<file path="src/sv/cmpb_pkg.sv">
// Shared types, constants and a helper function of the cube map point binning block.
package cmpb_pkg;

   localparam int DEF_MAX_POINTS = 2048;
   localparam int DEF_MAX_GRID   = 3;

   localparam int FUNC_W   = 2;
   localparam int DIR_W    = 16;
   localparam int SNUM_W   = 11;
   localparam int CELL_W   = 6;
   localparam int STATUS_W = 2;
   localparam int FACE_W   = 3;
   localparam int POS_W    = 8;
   localparam int BOUND_W  = 12;
   localparam int GRID_W   = 2;

   typedef enum logic [FUNC_W-1:0] {
      FUNC_INSERT = 2'd0,
      FUNC_READ   = 2'd1,
      FUNC_BOUNDS = 2'd2,
      FUNC_CLEAR  = 2'd3
   } func_type;

   typedef enum logic [STATUS_W-1:0] {
      STAT_OK    = 2'd0,
      STAT_FULL  = 2'd1,
      STAT_ZERO  = 2'd2,
      STAT_RANGE = 2'd3
   } status_type;

   typedef enum logic [4:0] {
      ST_IDLE,
      ST_BIN1,
      ST_BIN2,
      ST_INS_A,
      ST_INS_B,
      ST_INS_C,
      ST_SHIFT,
      ST_DRAIN,
      ST_PUT,
      ST_INC,
      ST_INC_END,
      ST_RDS,
      ST_SCAN_RD,
      ST_SCAN_CMP,
      ST_BKT_A,
      ST_BKT_B,
      ST_BKT_C,
      ST_DONE
   } state_type;

   typedef struct packed {
      logic                     zero;
      logic [FACE_W-1:0]        face;
      logic [CELL_W-1:0]        cell_idx;
      logic signed [POS_W-1:0]  px;
      logic signed [POS_W-1:0]  py;
      logic signed [POS_W-1:0]  pz;
   } bin_res_type;

   typedef struct packed {
      status_type               status;
      logic [FACE_W-1:0]        face;
      logic [CELL_W-1:0]        cell_idx;
      logic [SNUM_W-1:0]        slot;
      logic signed [POS_W-1:0]  px;
      logic signed [POS_W-1:0]  py;
      logic signed [POS_W-1:0]  pz;
      logic [BOUND_W-1:0]       bs;
      logic [BOUND_W-1:0]       be;
   } res_type;

   function automatic logic [FACE_W-1:0] face_of(input logic [CELL_W-1:0] c,
                                                 input logic [3:0] gg);
      logic [FACE_W-1:0] f;
      f = '0;
      for (int k = 1; k < 6; k++) begin
         if (int'(c) >= k * int'(gg)) begin
            f = f + 3'd1;
         end
      end
      return f;
   endfunction

endpackage

</file>
<file path="src/sv/cmpb_bin.sv">
// Two-stage binning unit: face selection, cell quantization and coordinate bytes.
module cmpb_bin (
   input  logic                               clock,
   input  logic signed [cmpb_pkg::DIR_W-1:0]  dir_x,
   input  logic signed [cmpb_pkg::DIR_W-1:0]  dir_y,
   input  logic signed [cmpb_pkg::DIR_W-1:0]  dir_z,
   input  logic [cmpb_pkg::GRID_W-1:0]        grid,
   output cmpb_pkg::bin_res_type              result
);
   import cmpb_pkg::*;

   logic [16:0]       ax, ay, az, m_in, m_ff;
   logic [FACE_W-1:0] face_in, face_ff;
   logic [DIR_W-1:0]  cu_in, cu_ff, cv_in, cv_ff;
   logic [DIR_W-1:0]  x_ff, y_ff, z_ff;
   logic              zero_in, zero_ff;
   logic [1:0]        u, v;
   logic [3:0]        gg;
   bin_res_type       res_in, res_ff;

   function automatic logic [1:0] quant(input logic [DIR_W-1:0] c, input logic [16:0] m,
                                        input logic [1:0] g);
      logic [18:0] n, ng, m2;
      logic [1:0]  q;
      n  = {{3{c[DIR_W-1]}}, c} + {2'b00, m};
      ng = n * {17'd0, g};
      m2 = {1'b0, m, 1'b0};
      q  = 2'd0;
      if (g >= 2'd2 && ng >= m2) begin
         q = 2'd1;
      end
      if (g == 2'd3 && ng >= m2 + m2) begin
         q = 2'd2;
      end
      return q;
   endfunction

   function automatic logic signed [POS_W-1:0] to_byte(input logic [DIR_W-1:0] c);
      logic signed [23:0] p, q;
      p = $signed({{8{c[DIR_W-1]}}, c}) * 24'sd127;
      if (p < 0) begin
         p = p + 24'sd16383;
      end
      q = p >>> 14;
      if (q > 24'sd127) begin
         q = 24'sd127;
      end
      if (q < -24'sd127) begin
         q = -24'sd127;
      end
      return q[POS_W-1:0];
   endfunction

   always_comb begin
      ax = dir_x[DIR_W-1] ? (17'd0 - {1'b1, dir_x}) : {1'b0, dir_x};
      ay = dir_y[DIR_W-1] ? (17'd0 - {1'b1, dir_y}) : {1'b0, dir_y};
      az = dir_z[DIR_W-1] ? (17'd0 - {1'b1, dir_z}) : {1'b0, dir_z};
      zero_in = (ax == 17'd0) && (ay == 17'd0) && (az == 17'd0);
      priority if (ax >= ay && ax >= az) begin
         m_in    = ax;
         face_in = dir_x[DIR_W-1] ? 3'd0 : 3'd1;
         cu_in   = dir_y;
         cv_in   = dir_z;
      end else if (ay >= az) begin
         m_in    = ay;
         face_in = dir_y[DIR_W-1] ? 3'd2 : 3'd3;
         cu_in   = dir_z;
         cv_in   = dir_x;
      end else begin
         m_in    = az;
         face_in = dir_z[DIR_W-1] ? 3'd4 : 3'd5;
         cu_in   = dir_x;
         cv_in   = dir_y;
      end
   end

   always_ff @(posedge clock) begin
      m_ff    <= m_in;
      face_ff <= face_in;
      cu_ff   <= cu_in;
      cv_ff   <= cv_in;
      zero_ff <= zero_in;
      x_ff    <= dir_x;
      y_ff    <= dir_y;
      z_ff    <= dir_z;
   end

   always_comb begin
      gg              = 4'(grid) * 4'(grid);
      u               = quant(cu_ff, m_ff, grid);
      v               = quant(cv_ff, m_ff, grid);
      res_in.zero     = zero_ff;
      res_in.face     = face_ff;
      res_in.cell_idx = 6'(face_ff) * 6'(gg) + 6'(u) + 6'(grid) * 6'(v);
      res_in.px       = to_byte(x_ff);
      res_in.py       = to_byte(y_ff);
      res_in.pz       = to_byte(z_ff);
   end

   always_ff @(posedge clock) begin
      res_ff <= res_in;
   end

   assign result = res_ff;

endmodule

</file>
<file path="config.mk">
export PLATFORM = sky130hd
export DESIGN_NAME = cmpb_bin
export DESIGN_NICKNAME = d
export VERILOG_FILES = /design/src/sv/cmpb_pkg.sv /design/src/sv/cmpb_bin.sv
export SDC_FILE = /design/constraint.sdc
export NUM_CORES = 1
export LEC_CHECK = 0
export ABC_AREA = 1
export BUFFER_PORTS_ARGS = -buffer_cell sky130_fd_sc_hd__buf_2
export CAP_MARGIN = 10
export CORE_MARGIN = 5
export CORE_UTILIZATION = 65
export DETAILED_ROUTE_END_ITERATION = 10
export PLACE_DENSITY = 0.83
export SKIP_CTS_REPAIR_TIMING = 1
export SYNTH_ARGS = -nofsm -noshare
export SYNTH_HDL_FRONTEND = slang
export SYNTH_SLANG_ARGS = --single-unit
</file>
<file path="constraint.sdc">
create_clock -name clock -period 18.05 [get_ports clock]
set_clock_uncertainty 0.2 [all_clocks]
set_input_delay 3.61 -clock clock [delete_from_list [all_inputs] [get_ports clock]]
set_output_delay 3.61 -clock clock [all_outputs]
set_load 0.02 [all_outputs]
</file>
# Word-level counts from Yosys, hierarchy flattened
# Cells that the tools add are included.
# Widths: inputs -> output; s select.
[word_totals]
reg_bits = 135
input_bits = 51
output_inout_bits = 34
[op_classes]
add_sub_neg = 11
mul = 8
order_cmp = 17
eq_ne = 1
muxes = 24
n_reduce_logical = 10
[ops]
columns = ["cell", "count"]
rows = [
  ["$mux 24", 6],
  ["$mux 17", 5],
  ["$add 24x15->24 const B", 3],
  ["$lt 24x1->1 const B", 3],
  ["$lt 24x8->1 const B", 3],
  ["$mul 16x8->24 const B", 3],
  ["$mux 16", 4],
  ["$ge 17x17->1", 3],
  ["$logic_not 17->1", 3],
  ["$sub 1x17->17 const A", 3],
  ["$add 16x18->19", 2],
  ["$ge 19x18->1", 2],
  ["$ge 19x19->1", 2],
  ["$mul 19x2->19", 2],
  ["$gt 10x8->1 const B", 3],
  ["$add 18x18->19", 1],
  ["$mul 2x2->4", 2],
  ["$logic_and 1x1->1", 7],
  ["$add 6x2->6", 1],
  ["$add 6x4->6", 1],
  ["$mul 3x4->6", 1],
  ["$mux 3", 2],
  ["$mux 1", 5],
  ["$mux 2", 2],
  ["other kinds (2)", 2],
]

# Longest topological paths before layout
[logic_depth]
depth_word = 8
depth_mapped = 43

# Worst setup path before layout
# No wires, ideal clock.
[synth_path]
path_kind = "input port to flip-flop"
startpoint = "input port grid[1] (netlist bit)"
endpoint = "register res_ff (netlist bit result[29])"
arrival_time_ns = 9.138
setup_slack_ns = 8.640
path_stages = 39
n_path_buf = 2
cell_sequence = "clkbuf_1 > inv_1 > clkbuf_1 > nor2_1 > ha_1 > a21o_1 > nand2_1 > nand2_1 > a21oi_1 > o21ai_0 > a21oi_1 > o21bai_1 > a21oi_1 > o21bai_1 > nand3_1 > o21ai_0 > nand2_1 > nand2_1 > [... 3 more ...] > o311ai_0 > nand2_1 > inv_1 > nor2_1 > nand2_1 > inv_1 > ha_1 > ha_1 > inv_1 > fa_1 > inv_1 > ha_1 > a21oi_1 > inv_1 > a31oi_1 > o21ai_0 > a21oi_1 > xor2_1"
[synth_lines]
columns = ["element", "line_no", "source"]
rows = [
  ["start, declared", "cmpb_bin.sv:7", "input logic [cmpb_pkg::GRID_W-1:0] grid,"],
  ["end signal, assigned", "cmpb_bin.sv:101", "res_ff <= res_in;"],
  ["end, declared", "cmpb_bin.sv:19", "bin_res_type res_in, res_ff;"],
]

==> summary.md <==
| Metric | Value |
|---|---|
| Synth Register Bits | `135` |
| Critical path fanouts, max | `33` |
| Clk slew on worst S/H paths | `~0.07 ns` |
| Footprint of the multi-input gates | `between 0.015 and 0.02 mm2` |
| Syn Area/Cell | `roughly 7.0 um2` |
| HP Class | `reg -> reg` |
| CTS sink count | `135` |
| Mapped Cells | `3526` |
| Worst Max-Slew Pin Slew | `1.02 ns` |
| Seq. cell area | `around 0.0027 mm2` |
| Crit-path slowest cell | `inv_1` |
| Final wirelength | `58900 um` |
| Grt met1 use | `a little under two fifths` |
| Largest net degree at the start of global routing | `a little under 100` |
| Initial antenna violation count | `2` |
| Final period util | `roughly 55%` |
| Mapped cell area | `approximately 0.025 mm2` |
| GR Util met2 | `roughly half` |
| Clk_lat worst skew | `approximately 0.46 ns` |
| Die Y | `approximately 200 um` |
| Most Crowded Layer GR | `met2` |
| DR DRC count | `0` |
| Total GRT Usage | `between 20% and 30%` |
| Routed wire length per instance | `roughly 14 um` |
| Vias per cell | `approximately 5.3` |
| Number of global-route vias before repair | `approximately 21000` |
| Fmax | `between 100 and 150 MHz` |
| Pins over their slew limit | `0` |
| Die Footprint | `between 0.04 and 0.05 mm2` |
| RSZ-0062 raised after global routing | `no` |
| Syn. warnings | `0` |
| Die width | `between 200 and 250 um` |
| First-pass GRT wire length | `100000 um` |
| Final Util | `69.9%` |
| Iter 0 DRT Violations | `between 1500 and 2000` |
| TritonCTS clock tree | `done` |
| H-tree Lvls | `4` |
| Slowest cell delay on critical path | `between 0.7 and 0.8 ns` |
| I/O pin cnt | `85` |
| Area growth, synth to finish | `6.26%` |
| Final #Nets | `4247` |
| Rel. slew slack | `31.7%` |
| Sequential-to-total area share from yosys stat | `a little over a tenth` |
| Initial Util | `approximately two thirds` |
| CP Class | `in -> reg` |
| Port Buffers | `84` |
| Critical Path AT | `between 10 and 15 ns` |
| TNS Setup | `0 ns` |
| WP data required | `roughly 18 ns` |
| Total CTS buffers | `17` |
| Row count | `71` |
| Max clock buf depth | `2` |
| Buf+Inv Stages, Crit Path | `8` |
| GR Util met3 | `under 10%` |
| Minimum clock period | `9.99 ns` |
| Type of origin of the critical path | `primary input` |
| Max-cap violations | `0` |
| Antenna viol nets, final | `0` |
| Family with the most delay on the worst path | `compound AO/OA/AOI/OAI gates` |
| Ratio of cells with drive above 1 in the final layout | `5.67%` |
| Vias | `22065` |
| Clk root buf | `clkbuf_16` |
| Cell variety after synth | `53` |
| Flop-to-flop setup slack | `between 9 and 10 ns` |
| Finish-stage setup viols | `0` |
| HPWL after DPL | `a little under 50000 um` |
| Hold Violations, Final | `0` |
| Global route overflow | `0` |
| Core area | `between 0.03 and 0.04 mm2` |
| Filler cells | `about 3200` |
| Status | `complete, no violations` |
| CP endpoint kind | `flip-flop` |
| Pre-Repair DR Iteration Count | `5` |
| GP Congestion | `just under 1` |
-- kinds of logic (layout without fill, tap and decap cells) --
kind of cell	count (synthesis)	in the layout	synth area share, %
DFF	135	135	10.9
and+or+nand+nor	1327	1327	23.4
xor gates and xnor gates	166	166	5.88
adders and majority gates	594	594	36.5
buffers and inverters	829	913	12.6
AOI/OAI and AO/OA	473	473	10.5
other	2	8	0.0304
-- state kept, by name (all words and copies together), names as in the netlist --
name     flops
y_ff        16
result      34
m_ff        17
cu_ff       16
zero_ff      1
face_ff      3
cv_ff       16
z_ff        16
x_ff        16
-- metal layers --
metal	wire, um	up-vias
li1	-	11265
met1	26200	10120
met2	27600	564
met3	3110	114
met4	2070	2
met5	19	-
-- cell usage after synthesis (all sizes together) --
master   number  area share, %
o21ai       173            3.5
a21boi        4           0.12
dfxtp       135             11
nor2        274            4.6
a21o         19           0.58
nor3         34           0.69
o21bai       11           0.33
a31o          1          0.035
o221ai        2          0.071
clkbuf       27           0.41
o2111ai       3           0.11
a211oi        5           0.15
nand3b       25           0.76
xnor2        38            1.3
and3          1          0.025
or2          11           0.28
nand2       743             12
o31ai         7           0.21
buf           8           0.17
and2          5           0.13
conb          2          0.030
clkinv        4          0.061
fa          214             17
o41ai         2          0.071
nand4        67            1.7
inv         790             12
a211o         1          0.035
a221oi        3           0.11
o21a          1          0.030
ha          380             19
or4           1          0.030
a31oi        11           0.28
o211ai        8           0.24
nor4         18           0.46
nor3b         1          0.030
a21oi       218            4.5
nand3       147            3.1
o311ai        4           0.14
xor2        128            4.5
-- final timing paths --
path                   startpoint            endpoint  depth (start not counted)
hold reg to reg   zero_ff$_DFF_P_  result[33]$_DFF_P_                          0
hold / removal    zero_ff$_DFF_P_  result[33]$_DFF_P_                          0
setup / recovery          grid[1]  result[29]$_DFF_P_                         38
setup reg to reg  m_ff[2]$_DFF_P_  result[29]$_DFF_P_                         40
-- cell type report --
| class | count | share of cell area, % |
|---|---|---|
| antenna | 1 | 0.00952 |
| clock buffer | 17 | 1.62 |
| clock inverter | 15 | 0.595 |
| inverter | 794 | 11.3 |
| multi-input combinational | 2567 | 72.0 |
| sequential | 135 | 10.3 |
| tap | 511 | 2.43 |
| timing repair buffer | 87 | 1.69 |
-- through the flow --
stage	hold slack (ns)	setup WS, ns	instances	area, um2
floorplan	0.110	8.64	3531	24800
global placement	0.115	7.80	4094	25700
detailed placement	0.118	7.63	4094	25700
CTS	0.133	8.08	4126	26300
global route	0.144	7.44	4127	26300
finish	0.129	8.06	4127	26300
-- layout by cell type (no fill, tap or decap), types with 9 or more instances in the layout --
cell type,netlist,layout
a21oi_1,212,212
clkbuf_16,0,17
inv_2,13,13
dfxtp_1,135,135
nand4_1,67,67
nand3_1,140,139
nor3_1,34,34
a21o_1,19,19
o21bai_1,11,11
nand2_1,716,715
nor2_2,12,12
ha_1,380,380
a31oi_1,11,11
fa_1,214,214
or2_2,9,9
buf_2,1,84
xnor2_1,38,38
nor2_1,255,255
inv_1,777,777
nor4_1,18,18
nand3b_1,25,25
nand2_2,23,24
o21ai_0,165,165
xor2_1,128,128
Power is not shown: default switching activity piles up to over one toggle a cycle in this logic, so the estimate is an artifact.
